File: config.mk
export PLATFORM = sky130hd
export DESIGN_NAME = tts_queue
export DESIGN_NICKNAME = d
export VERILOG_FILES = /design/src/rtl/tts_pkg.sv /design/src/rtl/tts_queue.sv
export SDC_FILE = /design/constraint.sdc
export NUM_CORES = 1
export LEC_CHECK = 0
export BUFFER_PORTS_ARGS = -buffer_cell sky130_fd_sc_hd__buf_2
export CAP_MARGIN = 20
export CORE_MARGIN = 2
export CORE_UTILIZATION = 40
export DETAILED_ROUTE_END_ITERATION = 6
export GPL_ROUTABILITY_DRIVEN = 0
export PLACE_DENSITY = 0.67
export RECOVER_POWER = 100
export SLEW_MARGIN = 25
export SYNTH_ARGS = -nofsm -noshare
export SYNTH_HDL_FRONTEND = slang
export SYNTH_SLANG_ARGS = --single-unit
File: constraint.sdc
create_clock -name i_clk -period 3.7 [get_ports i_clk]
set_clock_uncertainty 0.1 [all_clocks]
set_input_delay 0.185 -clock i_clk [delete_from_list [all_inputs] [get_ports i_clk]]
set_output_delay 0.185 -clock i_clk [all_outputs]
set_load 0.03 [all_outputs]
File: src/rtl/tts_pkg.sv
// Package for the text terminal scrollback buffer.
// Holds geometry constants, field widths, action and command codes, and the command struct.
// No dependencies.
`default_nettype none

package tts_pkg;

    // Terminal geometry
    localparam int COLUMNS         = 64;
    localparam int SCREEN_ROWS     = 16;
    localparam int SCROLLBACK_ROWS = 48;
    localparam int TOTAL_ROWS      = SCREEN_ROWS + SCROLLBACK_ROWS;
    localparam int TOTAL_CHARS     = TOTAL_ROWS * COLUMNS;
    localparam int LAST_VIEW       = TOTAL_ROWS - SCREEN_ROWS;

    // Internal widths
    localparam int COL_W  = (COLUMNS > 1) ? $clog2(COLUMNS) : 1;
    localparam int ROW_W  = (TOTAL_ROWS > 1) ? $clog2(TOTAL_ROWS) : 1;
    localparam int CROW_W = $clog2(TOTAL_ROWS + 1);
    localparam int VIEW_W = (LAST_VIEW > 0) ? $clog2(LAST_VIEW + 1) : 1;
    localparam int FILL_W = $clog2(COLUMNS + 1);
    localparam int ADDR_W = (TOTAL_CHARS > 1) ? $clog2(TOTAL_CHARS) : 1;

    // Port field widths
    localparam int ACTION_W   = 2;
    localparam int CHAR_W     = 8;
    localparam int SROW_W     = 4;
    localparam int SCOL_W     = 6;
    localparam int VIEW_OUT_W = 6;
    localparam int CROW_OUT_W = 7;
    localparam int CCOL_OUT_W = 6;

    // Command queue
    localparam int QUEUE_DEPTH = 2;
    localparam int QPTR_W      = (QUEUE_DEPTH > 1) ? $clog2(QUEUE_DEPTH) : 1;
    localparam int QCNT_W      = $clog2(QUEUE_DEPTH + 1);

    // Character codes
    localparam logic [CHAR_W-1:0] CHAR_CR    = 8'd13;
    localparam logic [CHAR_W-1:0] CHAR_LF    = 8'd10;
    localparam logic [CHAR_W-1:0] CHAR_SPACE = 8'd32;
    localparam logic [CHAR_W-1:0] CHAR_NONE  = 8'd0;

    typedef enum logic [ACTION_W-1:0] {
        ACT_WRITE     = 2'd0,
        ACT_PAGE_UP   = 2'd1,
        ACT_PAGE_DOWN = 2'd2,
        ACT_READ      = 2'd3
    } t_action;

    // Classified command passed from front to back
    typedef enum logic [2:0] {
        OP_CHAR      = 3'd0,  // printable byte
        OP_NEWLINE   = 3'd1,  // CR or LF starting a new row
        OP_PAIR_SKIP = 3'd2,  // second half of a CR-LF / LF-CR pair
        OP_PAGE_UP   = 3'd3,
        OP_PAGE_DOWN = 3'd4,
        OP_READ      = 3'd5,  // cell inside the screen
        OP_READ_OFF  = 3'd6   // cell outside the screen
    } t_op;

    typedef struct packed {
        t_op               op;
        logic [CHAR_W-1:0] code;
        logic [SROW_W-1:0] row;
        logic [SCOL_W-1:0] col;
    } t_cmd;

    typedef enum logic {
        BK_EXEC = 1'b0,
        BK_READ = 1'b1
    } t_back_state;

endpackage

`default_nettype wire

File: src/rtl/tts_queue.sv
// Short command queue between the front end and the back end.
// Circular buffer of tts_pkg::t_cmd entries with a fill count. Uses tts_pkg.
`default_nettype none

module tts_queue (
    input  wire                i_clk,
    input  wire                i_rst_n,
    input  wire                i_push_valid,
    output logic               o_push_ready,
    input  wire tts_pkg::t_cmd i_push_cmd,
    output logic               o_pop_valid,
    input  wire                i_pop_ready,
    output tts_pkg::t_cmd      o_pop_cmd
);

    tts_pkg::t_cmd               r_entry [tts_pkg::QUEUE_DEPTH];
    logic [tts_pkg::QPTR_W-1:0]  r_wr_ptr;
    logic [tts_pkg::QPTR_W-1:0]  r_rd_ptr;
    logic [tts_pkg::QCNT_W-1:0]  r_count;
    logic                        push;
    logic                        pop;

    assign o_push_ready = (r_count != tts_pkg::QCNT_W'(tts_pkg::QUEUE_DEPTH));
    assign o_pop_valid  = (r_count != '0);
    assign o_pop_cmd    = r_entry[r_rd_ptr];
    assign push         = i_push_valid && o_push_ready;
    assign pop          = o_pop_valid && i_pop_ready;

    // Pointers and count
    always_ff @(posedge i_clk) begin
        if (!i_rst_n) begin
            r_wr_ptr <= '0;
            r_rd_ptr <= '0;
            r_count  <= '0;
        end else begin
            if (push) begin
                r_wr_ptr <= (32'(r_wr_ptr) == tts_pkg::QUEUE_DEPTH - 1)
                          ? '0 : r_wr_ptr + 1'b1;
            end
            if (pop) begin
                r_rd_ptr <= (32'(r_rd_ptr) == tts_pkg::QUEUE_DEPTH - 1)
                          ? '0 : r_rd_ptr + 1'b1;
            end
            if (push && !pop) begin
                r_count <= r_count + 1'b1;
            end else if (pop && !push) begin
                r_count <= r_count - 1'b1;
            end
        end
    end

    // Entry storage
    always_ff @(posedge i_clk) begin
        if (push) begin
            r_entry[r_wr_ptr] <= i_push_cmd;
        end
    end

endmodule

`default_nettype wire

==> impl_metrics.toml <==
[route]
first_iter_violations = 39
vias_per_cell = 4.61
first_pass_iters = 4
route.detailed.drc = 0
vias = 991
ant_nets = 0
avgRoutedWirePerCell_um = 13.9
finalWirelength_um = 2990

[global_routing]
grt_use_total = 0.127
grt.overflow.total = 0
grt_pass1_vias = 1040
grt_antenna_before_repair = 0
grt_pass1_wl_um = 4650
grt_max_degree = 22

[die]
coreArea_sq_um = 4290
die_h_um = 70.2
initial_utilization = 0.408
ios = 48
rows = 24
die_x_um = 70.2
die_area_sq_um = 4920

[finish]
num_antenna_cells = 0
fin_nets = 188
drive_above_1_share = 0.252
syn_to_final_growth_pct = 32.0
fin_area_sq_um = 2310

[timing]
timing.fmax_mhz = 467
finalWorstPathRequiredPeriod_ns = 2.14
tightest_slew_ns = 0.975
rsz0062_at_grt = "false"
setup_violations = 0
fin_crit_sh = 0.579
final.setup.tns_ns = 0
drv_slew = 0
hold_viol = 0
slew_headroom = 0.350

[critical_path]
critical_path_class = "flop to primary output"
crit_fanout = 21
cp.required_ns = 3.41
start_kind = "flop"
arrival_ns = 1.86
worstSetupEndpointType = "primary output"

[job]
cap_viol_max_count = 0

[yosys]
synth_edf_count = 42
ys_ff_latch = 47
yosysUniqueCellTypes = 19
synth.avg_cell_area_sq_um = 19.7
synth_area_leader_cell = "edfxtp_1"
synth_top_area_frac = 0.721
netlist_top_cells_count = "edfxtp_1 (42), mux2_2 (21), dfxtp_1 (5)"
synth_ff_type = "edfxtp_1"
syn_area_sq_um = 1750
postSynthCellCount = 89
synth.area.top_cells = "edfxtp_1 (72%), mux2_2 (14%), dfxtp_1 (5.7%), and2_1 (1.4%), xnor2_1 (1.0%)"
syn-num-nets = 115
synth-warning-count = 0
synth_most_common_cell = "edfxtp_1"
yosysSeqAreaShare = 0.778
async_reset_ff_frac = 0

[status]
outcome = "complete, no violations"

[power_and_ir_drop]
max-vdd-ir-drop_mv = 0.439
p_leak_uw = 0.000801
power_density_nw_per_um2 = 673

[placement]
io_buffers = 47
post_dp_cell_area_sq_um = 2040
dp_hpwl_um = 1960

[clock_tree]
cts_sinks = 47
numCtsBuffers = 5
clk_pin_slew_ns = 0.08
h-tree-depth = 2
ctsResizeCount = 0
cts_root_buf = "clkbuf_8"
cts_tree = "built"
clk_latency_ns = 0.29
clk_path_buf_depth = 2

[hold_path]
worst_hold_path_type = "primary input to flop"
[repair_timing]
item,CTS,global route
hold endpoints to repair,42,0
hold buffers,21,0
buffers inserted,0,0
[area by class of cell]
cell class / count / area, sq um
inverter: 1 / 3.75
timing repair buffer: 68 / 400
fill: 385 / 1980
sequential: 47 / 1360
multi-input combinational: 39 / 368
tap: 52 / 65.1
clock inverter: 3 / 43.8
clock buffer: 5 / 68.8
[registers in the layout, summed over array words and instances, names as in the netlist, named ones only]
signal,count
r_entry,42
r_count,2
r_rd_ptr,1
r_wr_ptr,1
[power by group]
group | leakage (uW) | internal [uW] | switching (uW) | total [uW]
clock | 0.0000581 | 201 | 163 | 364
sequential | 0.000434 | 667 | 56.4 | 724
combinational | 0.000309 | 172 | 297 | 469
total | 0.000801 | 1040 | 516 | 1560
[worst max-delay path, stage by stage (launching register included)]
cell and delay, ns:
dfxtp_1 0.92, mux2_2 0.42, clkbuf_1 0.22
[routing by layer]
metal,share of wire,up-vias,GRT usage
met5,0,-,0
li1,-,483,-
met1,0.41,473,0.145
met4,0.010,0,0.0577
met2,0.51,32,0.219
met3,0.069,3,0.0390
[layout by cell type, fill, tap and decap left out]
cell	instances
a21bo_2	1
a21boi_0	2
and2_0	2
and2_1	2
and3_1	1
buf_2	11
bufinv_16	1
clkbuf_1	36
clkbuf_8	5
clkinv_2	1
clkinv_4	1
dfxtp_1	5
dlygate4sd3_1	21
edfxtp_1	42
ha_1	1
inv_1	1
mux2_1	1
mux2_2	20
nand2b_1	1
nand3b_1	1
o21ai_0	2
or2_2	1
or3_1	1
xnor2_1	2
xor2_1	1
[cell families after synthesis]
kind of cell,count (synthesis),synth area share
compound gates,5,0.0200
xor+xnor,3,0.0150
fa+ha+maj,1,0.00715
buf+inv,3,0.00786
flops,47,0.778
mux,21,0.135
simple gates,9,0.0372
[per-stage QoR]
step	setup WS, ns	hold WS (ns)	total power [uW]	std cells	utilization
final	1.56	0.0486	1560	215	0.538
after global routing	1.40	0.0635	1630	215	0.538
after detailed placement	1.77	0.279	1220	186	0.475
after global placement	1.86	0.276	1210	186	0.475
after floorplan	2.01	0.184	1090	89	-
after CTS	1.53	0.0460	1600	215	0.550
[worst paths after layout]
path | from | to | slack (ns) | depth (start not counted)
setup / recovery | flop | o_pop_cmd[0] | 1.56 | 2
hold / removal | i_rst_n | r_rd_ptr$_SDFFE_PN0P_ | 0.05 | 2
setup reg to reg | r_count[0]$_SDFFE_PN0P_ | r_entry[1][17]$_DFFE_PP_ | 1.71 | 2
hold reg to reg | r_count[1]$_SDFFE_PN0P_ | r_count[1]$_SDFFE_PN0P_ | 0.44 | 2
Power figures use the tool's default switching activity.
