===== src/rtl/tts_pkg.sv =====
// Package for the text terminal scrollback buffer.
// Holds geometry constants, field widths, action and command codes, and the command struct.
// No dependencies.
`default_nettype none

package tts_pkg;

    // Terminal geometry
    localparam int COLUMNS         = 64;
    localparam int SCREEN_ROWS     = 16;
    localparam int SCROLLBACK_ROWS = 48;
    localparam int TOTAL_ROWS      = SCREEN_ROWS + SCROLLBACK_ROWS;
    localparam int TOTAL_CHARS     = TOTAL_ROWS * COLUMNS;
    localparam int LAST_VIEW       = TOTAL_ROWS - SCREEN_ROWS;

    // Internal widths
    localparam int COL_W  = (COLUMNS > 1) ? $clog2(COLUMNS) : 1;
    localparam int ROW_W  = (TOTAL_ROWS > 1) ? $clog2(TOTAL_ROWS) : 1;
    localparam int CROW_W = $clog2(TOTAL_ROWS + 1);
    localparam int VIEW_W = (LAST_VIEW > 0) ? $clog2(LAST_VIEW + 1) : 1;
    localparam int FILL_W = $clog2(COLUMNS + 1);
    localparam int ADDR_W = (TOTAL_CHARS > 1) ? $clog2(TOTAL_CHARS) : 1;

    // Port field widths
    localparam int ACTION_W   = 2;
    localparam int CHAR_W     = 8;
    localparam int SROW_W     = 4;
    localparam int SCOL_W     = 6;
    localparam int VIEW_OUT_W = 6;
    localparam int CROW_OUT_W = 7;
    localparam int CCOL_OUT_W = 6;

    // Command queue
    localparam int QUEUE_DEPTH = 2;
    localparam int QPTR_W      = (QUEUE_DEPTH > 1) ? $clog2(QUEUE_DEPTH) : 1;
    localparam int QCNT_W      = $clog2(QUEUE_DEPTH + 1);

    // Character codes
    localparam logic [CHAR_W-1:0] CHAR_CR    = 8'd13;
    localparam logic [CHAR_W-1:0] CHAR_LF    = 8'd10;
    localparam logic [CHAR_W-1:0] CHAR_SPACE = 8'd32;
    localparam logic [CHAR_W-1:0] CHAR_NONE  = 8'd0;

    typedef enum logic [ACTION_W-1:0] {
        ACT_WRITE     = 2'd0,
        ACT_PAGE_UP   = 2'd1,
        ACT_PAGE_DOWN = 2'd2,
        ACT_READ      = 2'd3
    } t_action;

    // Classified command passed from front to back
    typedef enum logic [2:0] {
        OP_CHAR      = 3'd0,  // printable byte
        OP_NEWLINE   = 3'd1,  // CR or LF starting a new row
        OP_PAIR_SKIP = 3'd2,  // second half of a CR-LF / LF-CR pair
        OP_PAGE_UP   = 3'd3,
        OP_PAGE_DOWN = 3'd4,
        OP_READ      = 3'd5,  // cell inside the screen
        OP_READ_OFF  = 3'd6   // cell outside the screen
    } t_op;

    typedef struct packed {
        t_op               op;
        logic [CHAR_W-1:0] code;
        logic [SROW_W-1:0] row;
        logic [SCOL_W-1:0] col;
    } t_cmd;

    typedef enum logic {
        BK_EXEC = 1'b0,
        BK_READ = 1'b1
    } t_back_state;

endpackage

`default_nettype wire


===== src/rtl/tts_front.sv =====
// Front end: accepts input items and classifies them into commands.
// Tracks the previous written byte to fold CR-LF / LF-CR pairs. Uses tts_pkg.
`default_nettype none

module tts_front (
    input  wire                          i_clk,
    input  wire                          i_rst_n,
    input  wire                          i_valid,
    output logic                         o_ready,
    input  wire  [tts_pkg::ACTION_W-1:0] i_action,
    input  wire  [tts_pkg::CHAR_W-1:0]   i_char_code,
    input  wire  [tts_pkg::SROW_W-1:0]   i_screen_row,
    input  wire  [tts_pkg::SCOL_W-1:0]   i_screen_column,
    output logic                         o_cmd_valid,
    output tts_pkg::t_cmd                o_cmd,
    input  wire                          i_cmd_ready
);

    logic [tts_pkg::CHAR_W-1:0] r_prev_char;
    logic [tts_pkg::CHAR_W-1:0] n_prev_char;
    logic                       accept;
    logic                       is_break;
    logic                       paired;
    logic                       in_screen;
    tts_pkg::t_action           act;

    assign o_ready     = i_cmd_ready;
    assign o_cmd_valid = i_valid;
    assign accept      = i_valid && i_cmd_ready;
    assign act         = tts_pkg::t_action'(i_action);

    // Line break detection and pair folding
    assign is_break = (i_char_code == tts_pkg::CHAR_CR) || (i_char_code == tts_pkg::CHAR_LF);
    assign paired   = ((i_char_code == tts_pkg::CHAR_CR) && (r_prev_char == tts_pkg::CHAR_LF))
                   || ((i_char_code == tts_pkg::CHAR_LF) && (r_prev_char == tts_pkg::CHAR_CR));

    assign in_screen = (32'(i_screen_row) < tts_pkg::SCREEN_ROWS)
                    && (32'(i_screen_column) < tts_pkg::COLUMNS);

    // Classify
    always_comb begin
        o_cmd.code  = i_char_code;
        o_cmd.row   = i_screen_row;
        o_cmd.col   = i_screen_column;
        n_prev_char = r_prev_char;
        unique case (act)
            tts_pkg::ACT_WRITE: begin
                if (is_break) begin
                    o_cmd.op = paired ? tts_pkg::OP_PAIR_SKIP : tts_pkg::OP_NEWLINE;
                end else begin
                    o_cmd.op = tts_pkg::OP_CHAR;
                end
                if (accept) begin
                    n_prev_char = i_char_code;
                end
            end
            tts_pkg::ACT_PAGE_UP:   o_cmd.op = tts_pkg::OP_PAGE_UP;
            tts_pkg::ACT_PAGE_DOWN: o_cmd.op = tts_pkg::OP_PAGE_DOWN;
            tts_pkg::ACT_READ: begin
                o_cmd.op = in_screen ? tts_pkg::OP_READ : tts_pkg::OP_READ_OFF;
            end
            default:                o_cmd.op = tts_pkg::OP_READ_OFF;
        endcase
    end

    always_ff @(posedge i_clk) begin
        if (!i_rst_n) begin
            r_prev_char <= tts_pkg::CHAR_NONE;
        end else begin
            r_prev_char <= n_prev_char;
        end
    end

endmodule

`default_nettype wire


===== config.mk =====
export PLATFORM = sky130hd
export DESIGN_NAME = tts_front
export DESIGN_NICKNAME = d
export VERILOG_FILES = /design/src/rtl/tts_pkg.sv /design/src/rtl/tts_front.sv
export SDC_FILE = /design/constraint.sdc
export NUM_CORES = 1
export LEC_CHECK = 0
export BUFFER_PORTS_ARGS = -buffer_cell sky130_fd_sc_hd__buf_4
export CAP_MARGIN = 20
export CELL_PAD_IN_SITES_DETAIL_PLACEMENT = 1
export CELL_PAD_IN_SITES_GLOBAL_PLACEMENT = 1
export CORE_MARGIN = 3
export CORE_UTILIZATION = 27
export DETAILED_ROUTE_END_ITERATION = 10
export HOLD_SLACK_MARGIN = 0.12
export PLACE_DENSITY_LB_ADDON = 0.2
export SETUP_SLACK_MARGIN = 0.05
export SLEW_MARGIN = 20
export SYNTH_ARGS = -nofsm -noshare
export SYNTH_HDL_FRONTEND = slang
export SYNTH_SLANG_ARGS = --single-unit
export TNS_END_PERCENT = 50

===== constraint.sdc =====
create_clock -name i_clk -period 2.4 [get_ports i_clk]
set_input_delay 0.48 -clock i_clk [delete_from_list [all_inputs] [get_ports i_clk]]
set_output_delay 0.48 -clock i_clk [all_outputs]
set_load 0.01 [all_outputs]

==> results of run 1 <==
## path summary, 6_finish.rpt
check | from | to | slack, ns | cells past startpoint
setup reg to reg | r_prev_char[2]$_SDFFE_PN0P_ | r_prev_char[2]$_SDFFE_PN0P_ | 1.77 | 2
setup / recovery | i_char_code[2] | o_cmd[18] | 0.33 | 6
hold reg to reg | r_prev_char[7]$_SDFFE_PN0P_ | r_prev_char[7]$_SDFFE_PN0P_ | 0.52 | 2
hold / removal | i_rst_n | r_prev_char[5]$_SDFFE_PN0P_ | 0.50 | 2
## area by class of cell
cell class / count / share of cell area
Timing Repair Buffer: 26 / 0.297
Multi-Input combinational cell: 32 / 0.366
Tap cell: 25 / 0.0476
Sequential cell: 8 / 0.244
Inverter: 2 / 0.0114
Clock buffer: 3 / 0.0343
## cells in the final DEF (no fill, tap or decap)
cell and count:
nor2_1 1, nor4_1 2, nor4b_1 1, nand3_1 1, nand2_1 3, mux2i_1 9, clkbuf_4 3, nor3_1 1
inv_1 2, o22ai_1 1, buf_4 26, o2111ai_1 1, nand2b_1 2, dfxtp_1 8, nor2b_1 8, nor3_4 1
a41o_1 1
## per-layer routing
layer / vias to the layer above / track usage / share of wire
met5: - / 0 / 0
met4: 0 / 0.0786 / 0.016
met3: 4 / 0.0258 / 0.088
met2: 23 / 0.153 / 0.47
met1: 185 / 0.114 / 0.42
li1: 211 / - / -
## metrics by stage
step | utilization | power [mW] | setup WS, ns | instances
6_report | 0.354 | 0.302 | 0.327 | 96
5_1_grt | 0.354 | 0.320 | 0.217 | 96
4_1_cts | 0.354 | 0.309 | 0.305 | 96
3_5_place_dp | 0.341 | 0.208 | 0.314 | 93
3_3_place_gp | 0.341 | 0.207 | 0.305 | 93
2_1_floorplan | - | 0.193 | 0.646 | 63
## worst max-delay path, stage by stage
cell       delay, ns
buf_4           0.13
nand2b_1        0.15
nor4_1          0.24
o2111ai_1       0.19
a41o_1          0.27
buf_4           0.14
## cells by family after synthesis
kind of cell	share of synthesized area
buffers and inverters	0.295
AND/OR/NAND/NOR	0.220
multiplexers	0.159
flip-flops	0.282
AO/OA/AOI/OAI	0.0441
## power groups by stage
stage	combinational [mW]	clock (mW)	sequential, mW
after global routing	0.0728	0.110	0.138
after detailed placement	0.0673	0	0.140
after floorplan	0.0531	0	0.140
after global placement	0.0671	0	0.140
after CTS	0.0675	0.104	0.138
final	0.0662	0.0986	0.138
==> results.sh, run 1 <==
export IMPL_largest_reg_flops=8
export IMPL_fin_area_sq_um=657
export IMPL_slew_headroom=0.654
export IMPL_layout_drive_gt1_share=0.423
export IMPL_power_switching_share=0.239
export IMPL_first_global_vias=452
export IMPL_antenna_left=0
export IMPL_gp_congestion=0.660
export IMPL_p_leak_nw=0.264
export IMPL_cp_data_arrival_time_ns=1.59
export IMPL_remaining_drc_errors=0
export IMPL_fillers=222
export IMPL_die_area_sq_um=2690
export IMPL_max_cap_viol_count=0
export IMPL_pwr_share_seq=0.455
export IMPL_wire_per_inst_microns=12.1
export IMPL_grt_max_degree=9
export IMPL_track_usage=0.0989
export IMPL_post_cts_buffers=0
export IMPL_drt_iter0_drc=0
export IMPL_clock_root_buffer="clkbuf_4"
export IMPL_cts_resized=0
export IMPL_clk_pin_slew_ns=0.05
export IMPL_crit_path_end_kind="output port"
export IMPL_path_class="primary input to output port"
export IMPL_die_h_microns=51.9
export IMPL_ys_seq_elements=8
export IMPL_final_seq_area_sq_um=160
export IMPL_worstPathRequired_ns=1.92
export IMPL_hold_viol_final=0
export IMPL_dp_hpwl_microns=1010
export IMPL_period_minus_slack_ns=2.07
export IMPL_antenna_cells=0
export IMPL_vias_per_cell=4.41
export IMPL_cts_buffers=3
export IMPL_reg_top3="r_prev_char (8)"
export IMPL_synth_area_top_cells="dfxtp_1, buf_4, mux2i_1"
export IMPL_syn_cell_area_sq_um=568
export IMPL_critPathLaunchType="primary input"
export IMPL_ios=47
export IMPL_synthFlopType="dfxtp_1"
export IMPL_fin_tns_setup_ns=0
export IMPL_min_path_type="primary input to register"
export IMPL_largest_register="r_prev_char"
export IMPL_antenna_found_initial=0
export IMPL_fp_dieW_microns=51.9
export IMPL_ctsHoldBuffers=0
export IMPL_holdWs_ns=0.504
export IMPL_synth_cell_types=17
export IMPL_fp_row_count=15
export IMPL_power_internal_uw=230
export IMPL_async_flop_share=0
export IMPL_setup_viol=0
export IMPL_yosysTopAreaCellShare=0.282
export IMPL_clock_sinks=8
export IMPL_drt_pre_antenna_iters=1
export IMPL_synth_common_cells="buf_4, mux2i_1, dfxtp_1, nor2b_1, nand2_1"
export IMPL_io_buffers=26
export IMPL_area_growth_pct=15.6
export IMPL_vias=423
export IMPL_overflow=0
export IMPL_synth_edf_count=0
export IMPL_synth_nets=87
export IMPL_h_tree_depth=1
export IMPL_syn_inst=63
export IMPL_initial_core_util=0.306
export IMPL_clockBufferDepth=2
export IMPL_ys_seq_area_frac=0.282
export IMPL_core_area_sq_um=1860
export IMPL_synth_warnings=0
export IMPL_routed_wl_microns=1160
export IMPL_fin_skew_ns=0
export IMPL_report_final_slew_viol_count=0
export IMPL_rsz0062_at_grt="false"
export IMPL_place_area_sq_um=634
export IMPL_power_share_clock=0.326
export IMPL_yosysMostFrequentCell="buf_4"
export IMPL_p_per_area_nw_per_um2=460
export IMPL_synthesis_area_per_instance_sq_um=9.02
export IMPL_status="complete, no violations"
export IMPL_yosysTopAreaCell="dfxtp_1"
export IMPL_vdd_drop_max_v=0.000209
export IMPL_p_comb_frac=0.219
export IMPL_tritoncts="yes"
export IMPL_fin_nets=97
export IMPL_path_max_fanout=4
export IMPL_p_switching_uw=72.3
export IMPL_fmax_mhz=482
export IMPL_fin_crit_sh=0.864
export IMPL_worstSkewPairLatency_ns=0.25
export IMPL_worst_pin_slew_ns=0.517
export IMPL_multi_input_area_sq_um=240
export IMPL_grt_pass1_wl_microns=1980
Power figures use the tool's default switching activity.
==> run 2, diff against run 1 <==
--- a/config.mk
+++ b/config.mk
@@ -7,10 +7,8 @@
 export LEC_CHECK = 0
 export BUFFER_PORTS_ARGS = -buffer_cell sky130_fd_sc_hd__buf_4
 export CAP_MARGIN = 20
-export CELL_PAD_IN_SITES_DETAIL_PLACEMENT = 1
-export CELL_PAD_IN_SITES_GLOBAL_PLACEMENT = 1
 export CORE_MARGIN = 3
-export CORE_UTILIZATION = 27
+export CORE_UTILIZATION = 28
 export DETAILED_ROUTE_END_ITERATION = 10
 export HOLD_SLACK_MARGIN = 0.12
 export PLACE_DENSITY_LB_ADDON = 0.2
==> run 2 against run 1 <==
  * Clock power barely moved
  * Wire length fell by 7.5%
  * Sequential share of layout area did not move
  * Combinational power fell by 1%
  * Utilization rose by 0.73 points
  * Design area did not move
  * Flip-flop and latch count did not move
  * Die area fell by 3.2%
  * Count of clock-buffer cells in the layout did not move
  * Via count fell by 6.4%
  * Critical path type unchanged
==> results.sh, run 2 (synthesis gave the netlist of run 1 again) <==
export IMPL_final_common_cell="buf_4"
export IMPL_grt_pass1_wl_microns=1750
export IMPL_cp_slowest_cell="nor4_1"
export IMPL_antenna_found_initial=0
export IMPL_fin_nets=97
export IMPL_status="complete, no violations"
export IMPL_core_area_sq_um=1820
export IMPL_ios=47
export IMPL_worst_pin_slew_ns=0.523
export IMPL_remaining_drc_errors=0
export IMPL_place_area_sq_um=634
export IMPL_grt_busiest_layer="met2"
export IMPL_critPathLaunchType="primary input"
export IMPL_holdWs_ns=0.499
export IMPL_routed_wl_microns=1070
export IMPL_final_cell_mix="buf_4, mux2i_1, nor2b_1, dfxtp_1"
export IMPL_max_cap_viol_count=0
export IMPL_hold_viol_final=0
export IMPL_antenna_left=0
export IMPL_setup_viol=0
export IMPL_clockBufferDepth=2
export IMPL_cp_buffers_inverters=2
export IMPL_gp_congestion=0.728
export IMPL_fillers=194
export IMPL_die_h_microns=51.0
export IMPL_track_usage=0.0929
export IMPL_largest_register="r_prev_char"
export IMPL_largest_reg_flops=8
export IMPL_period_minus_slack_ns=2.12
export IMPL_worstPathRequired_ns=1.92
export IMPL_fp_row_count=15
export IMPL_tritoncts="yes"
export IMPL_reg_top3="r_prev_char (8)"
export IMPL_cts_resized=0
export IMPL_power_internal_uw=230
export IMPL_cp_data_arrival_time_ns=1.64
export IMPL_dp_hpwl_microns=881
export IMPL_critPathTopFamily="compound AO/OA/AOI/OAI gates"
export IMPL_fp_dieW_microns=51.0
export IMPL_io_buffers=26
export IMPL_fin_skew_ns=0
export IMPL_cts_buffers=3
export IMPL_report_final_slew_viol_count=0
export IMPL_post_cts_buffers=0
export IMPL_place_inst=93
export IMPL_path_class="primary input to output port"
export IMPL_power_switching_share=0.244
export IMPL_ctsHoldBuffers=0
export IMPL_fmax_mhz=471
export IMPL_drt_pre_antenna_iters=2
export IMPL_slew_headroom=0.650
export IMPL_first_global_vias=360
export IMPL_crit_top_cell="buf_4"
export IMPL_p_per_area_nw_per_um2=463
export IMPL_p_switching_uw=74.1
export IMPL_met3_usage=0.0554
export IMPL_path_max_fanout=4
export IMPL_wire_per_inst_microns=11.2
export IMPL_cp_slowest_stage_delay_ns=0.29
export IMPL_clock_sinks=8
export IMPL_grt_max_degree=9
export IMPL_power_share_clock=0.332
export IMPL_fin_tns_setup_ns=0
export IMPL_fin_crit_sh=0.885
export IMPL_overflow=0
export IMPL_min_path_type="primary input to register"
export IMPL_fin_area_sq_um=657
export IMPL_clock_root_buffer="clkbuf_4"
export IMPL_pwr_share_seq=0.452
export IMPL_die_area_sq_um=2610
export IMPL_p_leak_nw=0.264
export IMPL_grtUsageMet2=0.116
export IMPL_vias_per_cell=4.13
export IMPL_finalNonFillerCells=96
export IMPL_rsz0062_at_grt="false"
export IMPL_antenna_cells=0
export IMPL_area_growth_pct=15.6
export IMPL_layout_drive_gt1_share=0.423
export IMPL_initial_core_util=0.312
export IMPL_clk_pin_slew_ns=0.05
export IMPL_drt_iter0_drc=3
export IMPL_worstSkewPairLatency_ns=0.25
export IMPL_vdd_drop_max_v=0.000246
export IMPL_p_comb_frac=0.216
export IMPL_grt_util_met1=0.116
export IMPL_h_tree_depth=1
export IMPL_crit_path_end_kind="output port"
export IMPL_vias=396
export IMPL_cp_cell_sequence="buf_4 -> nand2b_1 -> nor4_1 -> o2111ai_1 -> a41o_1 -> buf_4"
## run 2: cell counts in the layout (fill, tap and decap cells not counted)
Identical to the previous run, type by type.
## run 2: final timing paths
check / from / slack (ns) / endpoint / depth (start not counted)
setup reg to reg: r_prev_char[2]$_SDFFE_PN0P_ / 1.78 / r_prev_char[2]$_SDFFE_PN0P_ / 2
setup / recovery: i_char_code[2] / 0.28 / o_cmd[18] / 6
hold / removal: i_rst_n / 0.50 / r_prev_char[3]$_SDFFE_PN0P_ / 2
hold reg to reg: r_prev_char[3]$_SDFFE_PN0P_ / 0.51 / r_prev_char[3]$_SDFFE_PN0P_ / 2
## run 2: layout make-up
type,count,area [sq um],area share
multi-input combinational,32,240,0.366
timing repair buffer,26,195,0.297
sequential,8,160,0.244
tap,25,31.3,0.0476
clock buffer,3,22.5,0.0343
inverter,2,7.51,0.0114
## run 2: metal layers
layer	wire, microns	vias to the layer above
li1	-	210
met1	515	170
met2	471	14
met3	83	2
met4	2	0
met5	0	-
## run 2: worst register-to-register path: stages, from the launching register on
cell and delay (ns):
dfxtp_1 0.32, mux2i_1 0.13, nor2b_1 0.06
## run 2: metrics by stage
stage          setup slack [ns]  power [mW]   util
2_1_floorplan             0.646       0.193      -
3_3_place_gp              0.295       0.207  0.348
3_5_place_dp              0.296       0.207  0.348
4_1_cts                   0.278       0.312  0.361
5_1_grt                   0.216       0.328  0.361
6_report                  0.276       0.304  0.361
## run 2: power groups by stage
stage	clock [mW]	combinational [mW]	sequential (mW)
2_1_floorplan	0	0.0531	0.140
3_3_place_gp	0	0.0669	0.140
3_5_place_dp	0	0.0667	0.140
4_1_cts	0.108	0.0669	0.137
5_1_grt	0.119	0.0716	0.138
6_report	0.101	0.0655	0.137
